[config.mk]
export PLATFORM = sky130hd
export DESIGN_NAME = diff_drive_pose_integrator
export DESIGN_NICKNAME = d
export VERILOG_FILES = /design/src/ddpi_pkg.sv /design/src/ddpi_serial_mul.sv /design/src/ddpi_cordic.sv /design/src/diff_drive_pose_integrator.sv
export VERILOG_INCLUDE_DIRS = /design/src /design/src/src
export SDC_FILE = /design/constraint.sdc
export NUM_CORES = 2
export LEC_CHECK = 0
export ABC_AREA = 1
export BUFFER_PORTS_ARGS = -buffer_cell sky130_fd_sc_hd__buf_2
export CORE_MARGIN = 8
export CORE_UTILIZATION = 38
export DETAILED_ROUTE_END_ITERATION = 10
export GPL_TIMING_DRIVEN = 0
export PLACE_DENSITY = 0.5
export SLEW_MARGIN = 20
export SYNTH_ARGS = -nofsm -noshare
export SYNTH_HDL_FRONTEND = slang
export SYNTH_HIERARCHICAL = 1
export SYNTH_SLANG_ARGS = --single-unit
[constraint.sdc]
create_clock -name i_clk -period 12.15 [get_ports i_clk]
set_input_delay 2.43 -clock i_clk [delete_from_list [all_inputs] [get_ports i_clk]]
set_output_delay 2.43 -clock i_clk [all_outputs]
set_load 0.01 [all_outputs]
[src/diff_drive_pose_integrator_defines.svh]
// ----------------------------------------------------------------------------
// Assertion macros for the pose integrator
// Shared property wrappers that sample on i_clk and are disabled in reset.
// ----------------------------------------------------------------------------
`ifndef DIFF_DRIVE_POSE_INTEGRATOR_DEFINES_SVH
`define DIFF_DRIVE_POSE_INTEGRATOR_DEFINES_SVH

// The consequent must hold in the same cycle as the antecedent.
`define DDPI_ASSERT_SAME(label, ante, cons, msg) \
    label: assert property (@(posedge i_clk) disable iff (!i_rst_n) \
        (ante) |-> (cons)) else $error(msg);

// The consequent must hold in the cycle after the antecedent.
`define DDPI_ASSERT_NEXT(label, ante, cons, msg) \
    label: assert property (@(posedge i_clk) disable iff (!i_rst_n) \
        (ante) |=> (cons)) else $error(msg);

`endif

[src/ddpi_pkg.sv]
// ----------------------------------------------------------------------------
// ddpi_pkg
// Widths, constants, codes and types shared by the pose integrator modules.
// ----------------------------------------------------------------------------
package ddpi_pkg;

    // Position word width and heading angle width.
    localparam int POS_BITS   = 32;
    localparam int ANGLE_BITS = 16;

    // Field widths of the streams and registers.
    localparam int SPEED_W    = 24;
    localparam int STEP_T_W   = 16;
    localparam int CFG_DATA_W = 32;
    localparam int CFG_IDX_W  = 8;
    localparam int HEAD_OUT_W = 16;
    localparam int POS_OUT_W  = 32;

    localparam logic [STEP_T_W-1:0] STEP_TIME_RESET = 16'd2621;

    // CORDIC: Q2.30 vectors, angle in units of 2^-32 turn, one guard bit.
    localparam int CORDIC_N     = 16;
    localparam int CORDIC_IDX_W = $clog2(CORDIC_N);
    localparam int CORDIC_W     = 33;
    localparam logic signed [CORDIC_W-1:0] CORDIC_X0    = 33'sd652032874;
    localparam logic signed [CORDIC_W-1:0] TURN_QUARTER = 33'sd1073741824;
    localparam logic signed [CORDIC_W-1:0] TURN_HALF    = 33'sd2147483648;
    localparam int TRIG_SH = 8;
    localparam int TRIG_W  = 25;

    // Serial multiplier operand and product widths.
    localparam int MUL_A_W = SPEED_W + STEP_T_W;
    localparam int MUL_B_W = TRIG_W;
    localparam int MUL_P_W = MUL_A_W + MUL_B_W;

    // 1/(2 pi) in Q24.
    localparam logic [MUL_B_W-1:0] INV_TWO_PI_Q24 = 25'd2670177;

    // Position step: Q54 product rounded to Q16.
    localparam int STEP_SH = 38;
    localparam int STEP_W  = 26;
    localparam int SUM_W   = ((POS_BITS > STEP_W) ? POS_BITS : STEP_W) + 1;
    localparam int POS_LD_W  = (POS_BITS > CFG_DATA_W) ? POS_BITS : CFG_DATA_W;
    localparam int POS_EXT_W = (POS_BITS > POS_OUT_W) ? POS_BITS : POS_OUT_W;

    // Heading step: Q56 turns rounded to ANGLE_BITS.
    localparam int HEAD_PROD_W = 56;
    localparam int DH_SH       = HEAD_PROD_W - ANGLE_BITS;
    localparam int HEAD_EXT_W  = (ANGLE_BITS > HEAD_OUT_W) ? ANGLE_BITS : HEAD_OUT_W;

    // Input item kinds.
    localparam logic ACT_COMMAND = 1'b0;
    localparam logic ACT_TICK    = 1'b1;

    typedef enum logic [CFG_IDX_W-1:0] {
        CFG_STEP_TIME     = 8'd0,
        CFG_START_X       = 8'd1,
        CFG_START_Y       = 8'd2,
        CFG_START_HEADING = 8'd3
    } t_cfg_idx;

    typedef enum logic [2:0] {
        ST_IDLE,
        ST_PHASE_A,
        ST_PHASE_B,
        ST_ROUND,
        ST_FINISH
    } t_state;

    typedef struct packed {
        logic busy;
        logic done;
    } t_unit_stat;

    // Arctangent of 2^-i in units of 2^-32 turn.
    function automatic logic signed [CORDIC_W-1:0] atan_turns(
        input logic [CORDIC_IDX_W-1:0] i
    );
        logic signed [CORDIC_W-1:0] v;
        unique case (i)
            4'd0:    v = 33'sd536870912;
            4'd1:    v = 33'sd316933406;
            4'd2:    v = 33'sd167458907;
            4'd3:    v = 33'sd85004756;
            4'd4:    v = 33'sd42667331;
            4'd5:    v = 33'sd21354465;
            4'd6:    v = 33'sd10679838;
            4'd7:    v = 33'sd5340245;
            4'd8:    v = 33'sd2670163;
            4'd9:    v = 33'sd1335087;
            4'd10:   v = 33'sd667544;
            4'd11:   v = 33'sd333772;
            4'd12:   v = 33'sd166886;
            4'd13:   v = 33'sd83443;
            4'd14:   v = 33'sd41722;
            4'd15:   v = 33'sd20861;
            default: v = '0;
        endcase
        return v;
    endfunction

endpackage

[src/ddpi_serial_mul.sv]
// ----------------------------------------------------------------------------
// ddpi_serial_mul
// Signed shift-add multiplier that consumes one multiplier bit per cycle.
// ----------------------------------------------------------------------------
module ddpi_serial_mul (
    input  logic                                 i_clk,
    input  logic                                 i_rst_n,
    input  logic                                 i_start,
    input  logic signed [ddpi_pkg::MUL_A_W-1:0]  i_a,
    input  logic signed [ddpi_pkg::MUL_B_W-1:0]  i_b,
    output ddpi_pkg::t_unit_stat                 o_stat,
    output logic        [ddpi_pkg::MUL_P_W-1:0]  o_prod
);
    import ddpi_pkg::*;

    localparam int CNT_W = $clog2(MUL_B_W);

    logic signed [MUL_A_W-1:0] r_a;
    logic signed [MUL_A_W:0]   r_hi;
    logic        [MUL_B_W-1:0] r_lo;
    logic        [CNT_W-1:0]   r_cnt;
    logic                      r_busy;
    logic                      r_done;

    logic                      w_last;
    logic signed [MUL_A_W+1:0] w_a_ext;
    logic signed [MUL_A_W+1:0] w_add;
    logic signed [MUL_A_W+1:0] w_sum;

    // The sign bit of the multiplier carries negative weight, so the last
    // partial product is subtracted.
    always_comb begin
        w_last  = (r_cnt == CNT_W'(MUL_B_W - 1));
        w_a_ext = (MUL_A_W + 2)'(r_a);
        if (!r_lo[0]) begin
            w_add = '0;
        end else if (w_last) begin
            w_add = -w_a_ext;
        end else begin
            w_add = w_a_ext;
        end
        w_sum = (MUL_A_W + 2)'(r_hi) + w_add;
    end

    always_ff @(posedge i_clk) begin
        if (!i_rst_n) begin
            r_busy <= 1'b0;
            r_done <= 1'b0;
            r_cnt  <= '0;
        end else begin
            r_done <= r_busy && !i_start && w_last;
            if (i_start) begin
                r_a    <= i_a;
                r_hi   <= '0;
                r_lo   <= i_b;
                r_cnt  <= '0;
                r_busy <= 1'b1;
            end else if (r_busy) begin
                r_hi  <= w_sum[MUL_A_W+1:1];
                r_lo  <= {w_sum[0], r_lo[MUL_B_W-1:1]};
                r_cnt <= r_cnt + CNT_W'(1);
                if (w_last) begin
                    r_busy <= 1'b0;
                end
            end
        end
    end

    assign o_stat = '{busy: r_busy, done: r_done};
    assign o_prod = {r_hi[MUL_A_W-1:0], r_lo};

endmodule

[src/ddpi_cordic.sv]
// ----------------------------------------------------------------------------
// ddpi_cordic
// Iterative rotation-mode CORDIC giving cos and sin of a binary angle.
// ----------------------------------------------------------------------------
module ddpi_cordic (
    input  logic                                   i_clk,
    input  logic                                   i_rst_n,
    input  logic                                   i_start,
    input  logic        [ddpi_pkg::ANGLE_BITS-1:0] i_heading,
    output ddpi_pkg::t_unit_stat                   o_stat,
    output logic signed [ddpi_pkg::TRIG_W-1:0]     o_cos,
    output logic signed [ddpi_pkg::TRIG_W-1:0]     o_sin
);
    import ddpi_pkg::*;

    localparam int IT_W = $clog2(CORDIC_N + 1);

    logic signed [CORDIC_W-1:0] r_x;
    logic signed [CORDIC_W-1:0] r_y;
    logic signed [CORDIC_W-1:0] r_z;
    logic                       r_neg;
    logic        [IT_W-1:0]     r_it;
    logic                       r_busy;
    logic                       r_done;

    logic        [31:0]         w_z32;
    logic signed [CORDIC_W-1:0] w_z0;
    logic signed [CORDIC_W-1:0] w_zf;
    logic                       w_negf;
    logic signed [CORDIC_W-1:0] w_xs;
    logic signed [CORDIC_W-1:0] w_ys;
    logic signed [CORDIC_W-1:0] w_atan;
    logic signed [CORDIC_W-1:0] w_c;
    logic signed [CORDIC_W-1:0] w_s;
    logic signed [CORDIC_W:0]   w_cr;
    logic signed [CORDIC_W:0]   w_sr;

    // Fold the angle into the right half plane; the far half is handled by
    // negating both results at the end.
    always_comb begin
        w_z32 = 32'(i_heading) << (32 - ANGLE_BITS);
        w_z0  = $signed({w_z32[31], w_z32});
        w_zf   = w_z0;
        w_negf = 1'b0;
        if (w_z0 > TURN_QUARTER) begin
            w_zf   = w_z0 - TURN_HALF;
            w_negf = 1'b1;
        end else if (w_z0 < -TURN_QUARTER) begin
            w_zf   = w_z0 + TURN_HALF;
            w_negf = 1'b1;
        end
    end

    always_comb begin
        w_xs   = r_x >>> r_it[CORDIC_IDX_W-1:0];
        w_ys   = r_y >>> r_it[CORDIC_IDX_W-1:0];
        w_atan = atan_turns(r_it[CORDIC_IDX_W-1:0]);
        w_c    = r_neg ? -r_x : r_x;
        w_s    = r_neg ? -r_y : r_y;
        w_cr   = (CORDIC_W + 1)'(w_c) + (CORDIC_W + 1)'(1 << (TRIG_SH - 1));
        w_sr   = (CORDIC_W + 1)'(w_s) + (CORDIC_W + 1)'(1 << (TRIG_SH - 1));
    end

    always_ff @(posedge i_clk) begin
        if (!i_rst_n) begin
            r_busy <= 1'b0;
            r_done <= 1'b0;
            r_it   <= '0;
        end else begin
            r_done <= r_busy && !i_start && (r_it == IT_W'(CORDIC_N));
            if (i_start) begin
                r_x    <= CORDIC_X0;
                r_y    <= '0;
                r_z    <= w_zf;
                r_neg  <= w_negf;
                r_it   <= '0;
                r_busy <= 1'b1;
            end else if (r_busy) begin
                if (r_it != IT_W'(CORDIC_N)) begin
                    if (!r_z[CORDIC_W-1]) begin
                        r_x <= r_x - w_ys;
                        r_y <= r_y + w_xs;
                        r_z <= r_z - w_atan;
                    end else begin
                        r_x <= r_x + w_ys;
                        r_y <= r_y - w_xs;
                        r_z <= r_z + w_atan;
                    end
                    r_it <= r_it + IT_W'(1);
                end else begin
                    // Final pass: undo the fold and round to Q22.
                    o_cos  <= w_cr[TRIG_SH+TRIG_W-1:TRIG_SH];
                    o_sin  <= w_sr[TRIG_SH+TRIG_W-1:TRIG_SH];
                    r_busy <= 1'b0;
                end
            end
        end
    end

    assign o_stat = '{busy: r_busy, done: r_done};

endmodule

[src/diff_drive_pose_integrator.sv]
// ----------------------------------------------------------------------------
// diff_drive_pose_integrator
// Dead-reckoning pose integrator for a differential-drive robot.
// ----------------------------------------------------------------------------
// A command item is taken when idle and produces no result.
// A tick item gives one result; the next item can be taken once the block
// is idle again, while a result still waiting to be taken holds back the
// finish step of the next tick. A tick runs two serial multiplier rounds
// of 25 bits each. Reset (synchronous, active low) clears the pose and the
// commands and sets the step time to 1/25 s.
// ----------------------------------------------------------------------------
`include "diff_drive_pose_integrator_defines.svh"

module diff_drive_pose_integrator (
    input  logic                                  i_clk,
    input  logic                                  i_rst_n,

    // Input items.
    input  logic                                  s_axis_tvalid,
    output logic                                  s_axis_tready,
    // tdata, from bit 0 up: speed[23:0], turn_rate[47:24].
    input  logic [47:0]                           s_axis_tdata,
    // tuser, from bit 0 up: action[0].
    input  logic [0:0]                            s_axis_tuser,

    // Result items.
    output logic                                  m_axis_tvalid,
    input  logic                                  m_axis_tready,
    // tdata, from bit 0 up: pos_x_out[31:0], pos_y_out[63:32],
    // heading_out[79:64], speed_out[103:80], turn_rate_out[127:104].
    output logic [127:0]                          m_axis_tdata,
    // tuser, from bit 0 up: saturated[0].
    output logic [0:0]                            m_axis_tuser,

    // Configuration writes.
    input  logic                                  i_cfg_valid,
    output logic                                  o_cfg_ready,
    input  logic [ddpi_pkg::CFG_IDX_W-1:0]        i_cfg_index,
    input  logic [ddpi_pkg::CFG_DATA_W-1:0]       i_cfg_data
);
    import ddpi_pkg::*;

    // ------------------------------------------------------------------------
    // State and registers
    // ------------------------------------------------------------------------
    t_state r_state;
    t_state n_state;

    logic [STEP_T_W-1:0]   r_step_time;
    logic [POS_BITS-1:0]   r_pos_x;
    logic [POS_BITS-1:0]   r_pos_y;
    logic [ANGLE_BITS-1:0] r_heading;
    logic [SPEED_W-1:0]    r_cmd_speed;
    logic [SPEED_W-1:0]    r_cmd_turn;

    // Rounded per-tick increments, taken from the multiplier products.
    logic [STEP_W-1:0]     r_step_x;
    logic [STEP_W-1:0]     r_step_y;
    logic [ANGLE_BITS-1:0] r_dh;

    // Output register: holds a finished result until it is taken.
    logic                  r_m_valid;
    logic [POS_OUT_W-1:0]  r_out_x;
    logic [POS_OUT_W-1:0]  r_out_y;
    logic [HEAD_OUT_W-1:0] r_out_heading;
    logic [SPEED_W-1:0]    r_out_speed;
    logic [SPEED_W-1:0]    r_out_turn;
    logic                  r_out_sat;

    // ------------------------------------------------------------------------
    // Arithmetic units
    // ------------------------------------------------------------------------
    // Round one: the CORDIC resolves cos and sin of the old heading while
    // multiplier 0 forms speed * step_time and multiplier 2 forms
    // turn_rate * step_time. Round two: multipliers 0 and 1 scale the
    // velocity step by cos and sin, and multiplier 2 converts the angle step
    // from radians to turns.
    t_unit_stat                 cordic_stat;
    t_unit_stat                 mul0_stat;
    t_unit_stat                 mul1_stat;
    t_unit_stat                 mul2_stat;
    logic signed [TRIG_W-1:0]   w_cos;
    logic signed [TRIG_W-1:0]   w_sin;
    logic        [MUL_P_W-1:0]  w_prod0;
    logic        [MUL_P_W-1:0]  w_prod1;
    logic        [MUL_P_W-1:0]  w_prod2;
    logic signed [MUL_A_W-1:0]  w_mul0_a;
    logic signed [MUL_B_W-1:0]  w_mul0_b;
    logic signed [MUL_A_W-1:0]  w_mul2_a;
    logic signed [MUL_B_W-1:0]  w_mul2_b;
    logic                       w_start_a;
    logic                       w_start_b;
    logic                       w_finish;
    logic                       w_units_busy;
    logic                       w_in_accept;
    logic                       w_cfg_accept;

    assign w_units_busy = cordic_stat.busy | mul0_stat.busy | mul1_stat.busy
                          | mul2_stat.busy;

    // Operand selection for the two rounds. The round-two operands are the
    // round-one products, still held in the multipliers when they restart.
    always_comb begin
        if (w_start_b) begin
            w_mul0_a = $signed(w_prod0[MUL_A_W-1:0]);
            w_mul0_b = w_cos;
            w_mul2_a = $signed(w_prod2[MUL_A_W-1:0]);
            w_mul2_b = $signed(INV_TWO_PI_Q24);
        end else begin
            w_mul0_a = MUL_A_W'($signed(r_cmd_speed));
            w_mul0_b = $signed(MUL_B_W'(r_step_time));
            w_mul2_a = MUL_A_W'($signed(r_cmd_turn));
            w_mul2_b = $signed(MUL_B_W'(r_step_time));
        end
    end

    ddpi_cordic u_cordic (
        .i_clk     (i_clk),
        .i_rst_n   (i_rst_n),
        .i_start   (w_start_a),
        .i_heading (r_heading),
        .o_stat    (cordic_stat),
        .o_cos     (w_cos),
        .o_sin     (w_sin)
    );

    ddpi_serial_mul u_mul0 (
        .i_clk   (i_clk),
        .i_rst_n (i_rst_n),
        .i_start (w_start_a | w_start_b),
        .i_a     (w_mul0_a),
        .i_b     (w_mul0_b),
        .o_stat  (mul0_stat),
        .o_prod  (w_prod0)
    );

    ddpi_serial_mul u_mul1 (
        .i_clk   (i_clk),
        .i_rst_n (i_rst_n),
        .i_start (w_start_b),
        .i_a     ($signed(w_prod0[MUL_A_W-1:0])),
        .i_b     (w_sin),
        .o_stat  (mul1_stat),
        .o_prod  (w_prod1)
    );

    ddpi_serial_mul u_mul2 (
        .i_clk   (i_clk),
        .i_rst_n (i_rst_n),
        .i_start (w_start_a | w_start_b),
        .i_a     (w_mul2_a),
        .i_b     (w_mul2_b),
        .o_stat  (mul2_stat),
        .o_prod  (w_prod2)
    );

    // ------------------------------------------------------------------------
    // Sequencer
    // ------------------------------------------------------------------------
    always_ff @(posedge i_clk) begin
        if (!i_rst_n) begin
            r_state <= ST_IDLE;
        end else begin
            r_state <= n_state;
        end
    end

    always_comb begin
        n_state       = r_state;
        s_axis_tready = 1'b0;
        o_cfg_ready   = 1'b0;
        w_start_a     = 1'b0;
        w_start_b     = 1'b0;
        w_finish      = 1'b0;
        unique case (r_state)
            ST_IDLE: begin
                // A register write goes first, so that a tick always works
                // with settings that are complete; the input item waits.
                s_axis_tready = !i_cfg_valid;
                o_cfg_ready   = 1'b1;
                if (s_axis_tvalid && !i_cfg_valid && (s_axis_tuser[0] == ACT_TICK)) begin
                    w_start_a = 1'b1;
                    n_state   = ST_PHASE_A;
                end
            end
            ST_PHASE_A: begin
                if (!w_units_busy) begin
                    w_start_b = 1'b1;
                    n_state   = ST_PHASE_B;
                end
            end
            ST_PHASE_B: begin
                if (!w_units_busy) begin
                    n_state = ST_ROUND;
                end
            end
            ST_ROUND: begin
                n_state = ST_FINISH;
            end
            ST_FINISH: begin
                // Wait for the output register to be free.
                if (!r_m_valid || m_axis_tready) begin
                    w_finish = 1'b1;
                    n_state  = ST_IDLE;
                end
            end
            default: begin
                n_state = ST_IDLE;
            end
        endcase
    end

    assign w_in_accept  = s_axis_tvalid & s_axis_tready;
    assign w_cfg_accept = i_cfg_valid & o_cfg_ready;

    // ------------------------------------------------------------------------
    // Rounding of the products
    // ------------------------------------------------------------------------
    // Position steps are Q54 products rounded half up to Q10.16; the heading
    // step is rounded to ANGLE_BITS, and only its low bits matter because the
    // heading wraps.
    logic [MUL_P_W-1:0]     w_rx;
    logic [MUL_P_W-1:0]     w_ry;
    logic [HEAD_PROD_W-1:0] w_rh;

    always_comb begin
        w_rx = w_prod0 + (MUL_P_W'(1) << (STEP_SH - 1));
        w_ry = w_prod1 + (MUL_P_W'(1) << (STEP_SH - 1));
        w_rh = w_prod2[HEAD_PROD_W-1:0] + (HEAD_PROD_W'(1) << (DH_SH - 1));
    end

    // ------------------------------------------------------------------------
    // Pose update with saturation
    // ------------------------------------------------------------------------
    logic signed [SUM_W-1:0]      w_sum_x;
    logic signed [SUM_W-1:0]      w_sum_y;
    logic                         w_hit_x;
    logic                         w_hit_y;
    logic        [POS_BITS-1:0]   w_new_x;
    logic        [POS_BITS-1:0]   w_new_y;
    logic        [ANGLE_BITS-1:0] w_new_heading;
    logic signed [POS_EXT_W-1:0]  w_ext_x;
    logic signed [POS_EXT_W-1:0]  w_ext_y;
    logic        [HEAD_EXT_W-1:0] w_head_ext;

    always_comb begin
        w_sum_x = SUM_W'($signed(r_pos_x)) + SUM_W'($signed(r_step_x));
        w_sum_y = SUM_W'($signed(r_pos_y)) + SUM_W'($signed(r_step_y));
        // The sum fits when all bits above the position sign agree with it.
        w_hit_x = !((&w_sum_x[SUM_W-1:POS_BITS-1]) || !(|w_sum_x[SUM_W-1:POS_BITS-1]));
        w_hit_y = !((&w_sum_y[SUM_W-1:POS_BITS-1]) || !(|w_sum_y[SUM_W-1:POS_BITS-1]));
        if (w_hit_x) begin
            w_new_x = {w_sum_x[SUM_W-1], {(POS_BITS - 1){~w_sum_x[SUM_W-1]}}};
        end else begin
            w_new_x = w_sum_x[POS_BITS-1:0];
        end
        if (w_hit_y) begin
            w_new_y = {w_sum_y[SUM_W-1], {(POS_BITS - 1){~w_sum_y[SUM_W-1]}}};
        end else begin
            w_new_y = w_sum_y[POS_BITS-1:0];
        end
        w_new_heading = r_heading + r_dh;
        w_ext_x    = POS_EXT_W'($signed(w_new_x));
        w_ext_y    = POS_EXT_W'($signed(w_new_y));
        w_head_ext = HEAD_EXT_W'(w_new_heading) << (HEAD_EXT_W - ANGLE_BITS);
    end

    // ------------------------------------------------------------------------
    // Start value loading
    // ------------------------------------------------------------------------
    // Start positions are clipped to the position range; the start heading is
    // rescaled from a 16-bit angle to ANGLE_BITS.
    logic signed [POS_LD_W-1:0]   w_ld;
    logic                         w_ld_hit;
    logic        [POS_BITS-1:0]   w_ld_pos;
    logic        [HEAD_EXT_W-1:0] w_ld_head;

    always_comb begin
        w_ld     = POS_LD_W'($signed(i_cfg_data));
        w_ld_hit = !((&w_ld[POS_LD_W-1:POS_BITS-1]) || !(|w_ld[POS_LD_W-1:POS_BITS-1]));
        if (w_ld_hit) begin
            w_ld_pos = {w_ld[POS_LD_W-1], {(POS_BITS - 1){~w_ld[POS_LD_W-1]}}};
        end else begin
            w_ld_pos = w_ld[POS_BITS-1:0];
        end
        w_ld_head = HEAD_EXT_W'(i_cfg_data[HEAD_OUT_W-1:0]) << (HEAD_EXT_W - HEAD_OUT_W);
    end

    // ------------------------------------------------------------------------
    // Datapath registers
    // ------------------------------------------------------------------------
    always_ff @(posedge i_clk) begin
        if (!i_rst_n) begin
            r_step_time <= STEP_TIME_RESET;
            r_pos_x     <= '0;
            r_pos_y     <= '0;
            r_heading   <= '0;
            r_cmd_speed <= '0;
            r_cmd_turn  <= '0;
            r_m_valid   <= 1'b0;
        end else begin
            if (w_cfg_accept) begin
                unique case (i_cfg_index)
                    CFG_STEP_TIME:     r_step_time <= i_cfg_data[STEP_T_W-1:0];
                    CFG_START_X:       r_pos_x     <= w_ld_pos;
                    CFG_START_Y:       r_pos_y     <= w_ld_pos;
                    CFG_START_HEADING: begin
                        r_heading <= w_ld_head[HEAD_EXT_W-1:HEAD_EXT_W-ANGLE_BITS];
                    end
                    default: ;
                endcase
            end

            if (w_in_accept && (s_axis_tuser[0] == ACT_COMMAND)) begin
                r_cmd_speed <= s_axis_tdata[SPEED_W-1:0];
                r_cmd_turn  <= s_axis_tdata[2*SPEED_W-1:SPEED_W];
            end

            if (r_state == ST_ROUND) begin
                r_step_x <= w_rx[STEP_SH+STEP_W-1:STEP_SH];
                r_step_y <= w_ry[STEP_SH+STEP_W-1:STEP_SH];
                r_dh     <= w_rh[HEAD_PROD_W-1:DH_SH];
            end

            // A new result may replace the one taken in the same cycle.
            if (w_finish) begin
                r_m_valid <= 1'b1;
            end else if (m_axis_tvalid && m_axis_tready) begin
                r_m_valid <= 1'b0;
            end

            if (w_finish) begin
                r_pos_x       <= w_new_x;
                r_pos_y       <= w_new_y;
                r_heading     <= w_new_heading;
                r_out_x       <= w_ext_x[POS_OUT_W-1:0];
                r_out_y       <= w_ext_y[POS_OUT_W-1:0];
                r_out_heading <= w_head_ext[HEAD_EXT_W-1:HEAD_EXT_W-HEAD_OUT_W];
                r_out_speed   <= r_cmd_speed;
                r_out_turn    <= r_cmd_turn;
                r_out_sat     <= w_hit_x | w_hit_y;
            end
        end
    end

    assign m_axis_tvalid = r_m_valid;
    assign m_axis_tdata  = {r_out_turn, r_out_speed, r_out_heading, r_out_y, r_out_x};
    assign m_axis_tuser  = r_out_sat;

    // ------------------------------------------------------------------------
    // Assertions
    // ------------------------------------------------------------------------
    `DDPI_ASSERT_NEXT(a_tick_starts_units,
        w_in_accept && (s_axis_tuser[0] == ACT_TICK),
        (r_state == ST_PHASE_A) && cordic_stat.busy && mul0_stat.busy && mul2_stat.busy,
        "tick item did not start the arithmetic units")
    `DDPI_ASSERT_NEXT(a_command_latched,
        w_in_accept && (s_axis_tuser[0] == ACT_COMMAND),
        (r_state == ST_IDLE) && (r_cmd_speed == $past(s_axis_tdata[SPEED_W-1:0])),
        "command item was not latched in one cycle")
    `DDPI_ASSERT_SAME(a_result_from_finish,
        $rose(r_m_valid),
        $past(r_state) == ST_FINISH,
        "result appeared outside the finish step")
    `DDPI_ASSERT_SAME(a_muls_in_step,
        mul0_stat.done && (r_state == ST_PHASE_B),
        mul1_stat.done && mul2_stat.done,
        "second-round multipliers finished out of step")
    `DDPI_ASSERT_SAME(a_cordic_in_round_one,
        cordic_stat.done,
        r_state == ST_PHASE_A,
        "CORDIC finished outside the first round")

endmodule
==> reports/results.tsv <==
stage	metric	value	unit
synth	syn_avg_cell_area	7.04	um^2
placement	preCtsSetupSlack	6250	ps
cells_and_area	final_area	0.0744	mm^2
floorplanning	num_rows	153	
placement	dpl_cell_area	0.0709	mm^2
clocking	ctsHoldBuffers	0	
sta	fmax	0.167	GHz
routing	drc	0	
synth	synthesis.area	0.0663	mm^2
grt	antenna_found_initial	4	
cells_and_area	area_delta_synth_final	12.2	%
cells_and_area	fin_nets	10207	
sta	rsz0062_at_grt	false	
power	pwr-share-seq	31.2	%
grt	grt_remaining_overflow	0	
sta	final_hold_viol_count	0	
grt	grt_pass1_vias	60078	
grt	gr-usage-met2	44.2	%
floorplanning	pin_count	226	
grt	met1_usage	35.1	%
outcome	status	finished, final reports clean	
placement	gp_congestion	0.959	
clocking	cts_setup_buffers	0	
power	pwr-share-comb	45.8	%
routing	routed_wl	260	mm
power	switching_power	0.00628	W
sta	max_slew.worst_pin.slew	1170	ps
placement	portBuffers	225	
sta	setup_viol_count_final	0	
power	power_density	190	mW/mm^2
sta	slew_viol_final	0	
clocking	cts_tree	built	
power	p_sw_share	44.3	%
placement	place_hpwl	213	mm
floorplanning	dieArea	0.188	mm^2
floorplanning	die_w	434	um
floorplanning	initial_utilization	38.2	%
clocking	cts.repair.resized	0	
synth	syn_inst	9421	
routing	vias_per_cell	5.21	
critical_path	reg2reg_slack	6160	ps
critical_path	path_class	reg -> reg	
power	vdd_drop_max	0.126	mV
clocking	cts.sinks	867	
routing	drt_iter0_drc	5429	
grt	grt_max_degree	84	
clocking	clkLatencyLatePin	760	ps
clocking	htreeDepth	3	
critical_path	rr_worst_depth	18	
min_path	holdCritStartpoint	u_mul2/r_cnt[4]	
clocking	root_buffer	clkbuf_16	
sta	fin_crit	5990	ps
cells_and_area	final_util	42.9	%
critical_path	r2r_end	u_cordic/r_y[24]	
cells_and_area	drive_gt1_share	10.3	%
clocking	clk_pin_slew	60	ps
floorplanning	die_y	434	um
cells_and_area	fillCellCount	18245	
min_path	hp-class	reg -> reg	
power	p_leak	34.0	nW
power	power	0.0142	W
synth	synth_warnings	6	
floorplanning	coreArea	0.174	mm^2
sta	clock_skew	42.2	ps
sta	fin_crit_sh	49.3	%
power	cell_internal_pwr	0.00789	W
routing	routedWlPerCell	21.3	um
grt	grt_use_total	26.5	%
critical_path	crit_required	12660	ps
routing	firstDrtPassIters	6	
critical_path	timing.rr.start	u_cordic/r_z[32]	
critical_path	cp_max_fo	10	
critical_path	worstSetupEndpointType	flop	
grt	grt_pass1_wl	381	mm
sta	setup_slack	6160	ps
power	pwr-share-clk	23.0	%
grt	met3_usage	2.63	%
critical_path	cp-start-kind	flop	
grt	busiest_layer	met2	
clocking	cts_buffers	106	
routing	num_vias	63523	
min_path	hold_depth	1	
sta	hold_slack	452	ps
run	cap_violations	0	
routing	final_antenna_net_count	0	
critical_path	arrival	6500	ps
clocking	clock_path_buffers	3	
sta	maxSlewHeadroom	22.0	%
min_path	hold_end	u_mul2/r_cnt[4]	
==> through the flow <==
| stage | std cells | setup TNS, ps |
|---|---|---|
| CTS | 12195 | 0 |
| global route | 12199 | 0 |
| global placement | 11977 | -374380 |
| detailed placement | 11996 | 0 |
| floorplan | 9427 | 0 |
| finish | 12201 | 0 |
==> worst max-delay path by stage <==
stage	cells after the start	slack [ps]	endpoint	startpoint
after floorplan	2	2050	u_cordic/r_x[0]	i_rst_n
after global placement	3	-3810	u_cordic/r_x[5]	i_rst_n
after detailed placement	10	6250	u_cordic/w_atan[14]	i_cfg_valid
after CTS	18	6320	u_cordic/r_y[24]	u_cordic/r_z[32]
after global routing	18	5850	u_cordic/r_y[24]	u_cordic/r_z[32]
final	18	6160	u_cordic/r_y[24]	u_cordic/r_z[32]
==> per-layer routing <==
| metal | up-vias | part of all wire (%) |
|---|---|---|
| met3 | 355 | 5.1 |
| met4 | 0 | 4.7 |
| met5 | - | 0 |
| li1 | 31633 | - |
| met1 | 29649 | 44 |
| met2 | 1886 | 46 |
==> sequential cells by signal, summed over array words and instances (netlist names), 25 cells and up <==
signal           cells
u_mul0/r_lo         25
r_pos_y             32
u_mul1/r_hi         41
u_cordic/w_atan     30
r_out_x             32
u_cordic/r_z        33
r_pos_x             32
u_mul1/r_lo         25
u_mul0/r_hi         41
u_mul1/r_a          40
u_cordic/r_x        33
u_mul2/r_lo         25
u_cordic/o_sin      25
u_cordic/r_y        33
u_cordic/o_cos      25
u_mul2/r_hi         41
u_mul0/r_a          40
r_step_x            26
u_mul2/r_a          40
r_step_y            26
r_out_y             32
==> power groups by stage <==
stage	Clock, W	Sequential [W]	Combinational (W)
final	0.00325	0.00442	0.00649
after global routing	0.00344	0.00445	0.00723
after CTS	0.00335	0.00442	0.00643
after detailed placement	0	0.00448	0.00640
after global placement	0	0.00452	0.00631
after floorplan	0	0.00426	0.00449
==> critical path, stage by stage, from the launching register on <==
cell	delay, ps
edfxtp_1	380
clkbuf_1	340
inv_1	370
clkbuf_1	790
clkbuf_1	920
nand2_1	160
xnor2_1	220
ha_1	250
nor2_1	70
nand2_1	60
o21ai_0	120
o21ai_0	360
a21oi_1	230
o21ai_0	640
a21boi_0	320
o21bai_1	280
nand2_1	80
nand2_1	70
nor2_1	50
==> final cells by class <==
cell class                      instances  area (um^2)  share of cell area [%]
Antenna cell                            6         15.0                  0.0202
Sequential cell                       867        24000                    32.3
Inverter                              997         3740                    5.03
Tap cell                             2325         2910                    3.91
Multi-Input combinational cell       7233        36800                    49.4
Clock inverter                         57          599                   0.805
Timing Repair Buffer                  244         1560                    2.09
Clock buffer                          142         2900                    3.90
Buffer                                330         1930                    2.59
==> cells in the final DEF (no fill, tap or decap), types with 13 or more instances in the layout <==
cell type / n
nand2_1: 2942
nor2_1: 1054
inv_1: 944
edfxtp_1: 665
a21oi_1: 613
nand3_1: 607
o21ai_0: 505
ha_1: 325
buf_2: 292
dfxtp_1: 202
xor2_1: 182
nor3_1: 141
clkbuf_1: 138
buf_4: 119
clkbuf_16: 111
xnor2_1: 84
nor2_2: 70
nand4_1: 65
o21ai_2: 62
nand2_2: 49
inv_2: 45
o21a_1: 45
o21ai_1: 45
o21bai_1: 44
nand3b_1: 42
nand3_2: 40
or2_2: 38
a31oi_1: 36
nor2_4: 30
a21o_1: 29
and2_1: 21
nor4_1: 19
nor3_2: 17
buf_6: 17
clkinv_2: 16
clkinv_1: 14
buf_1: 13
(Power assumes the default switching activity.)
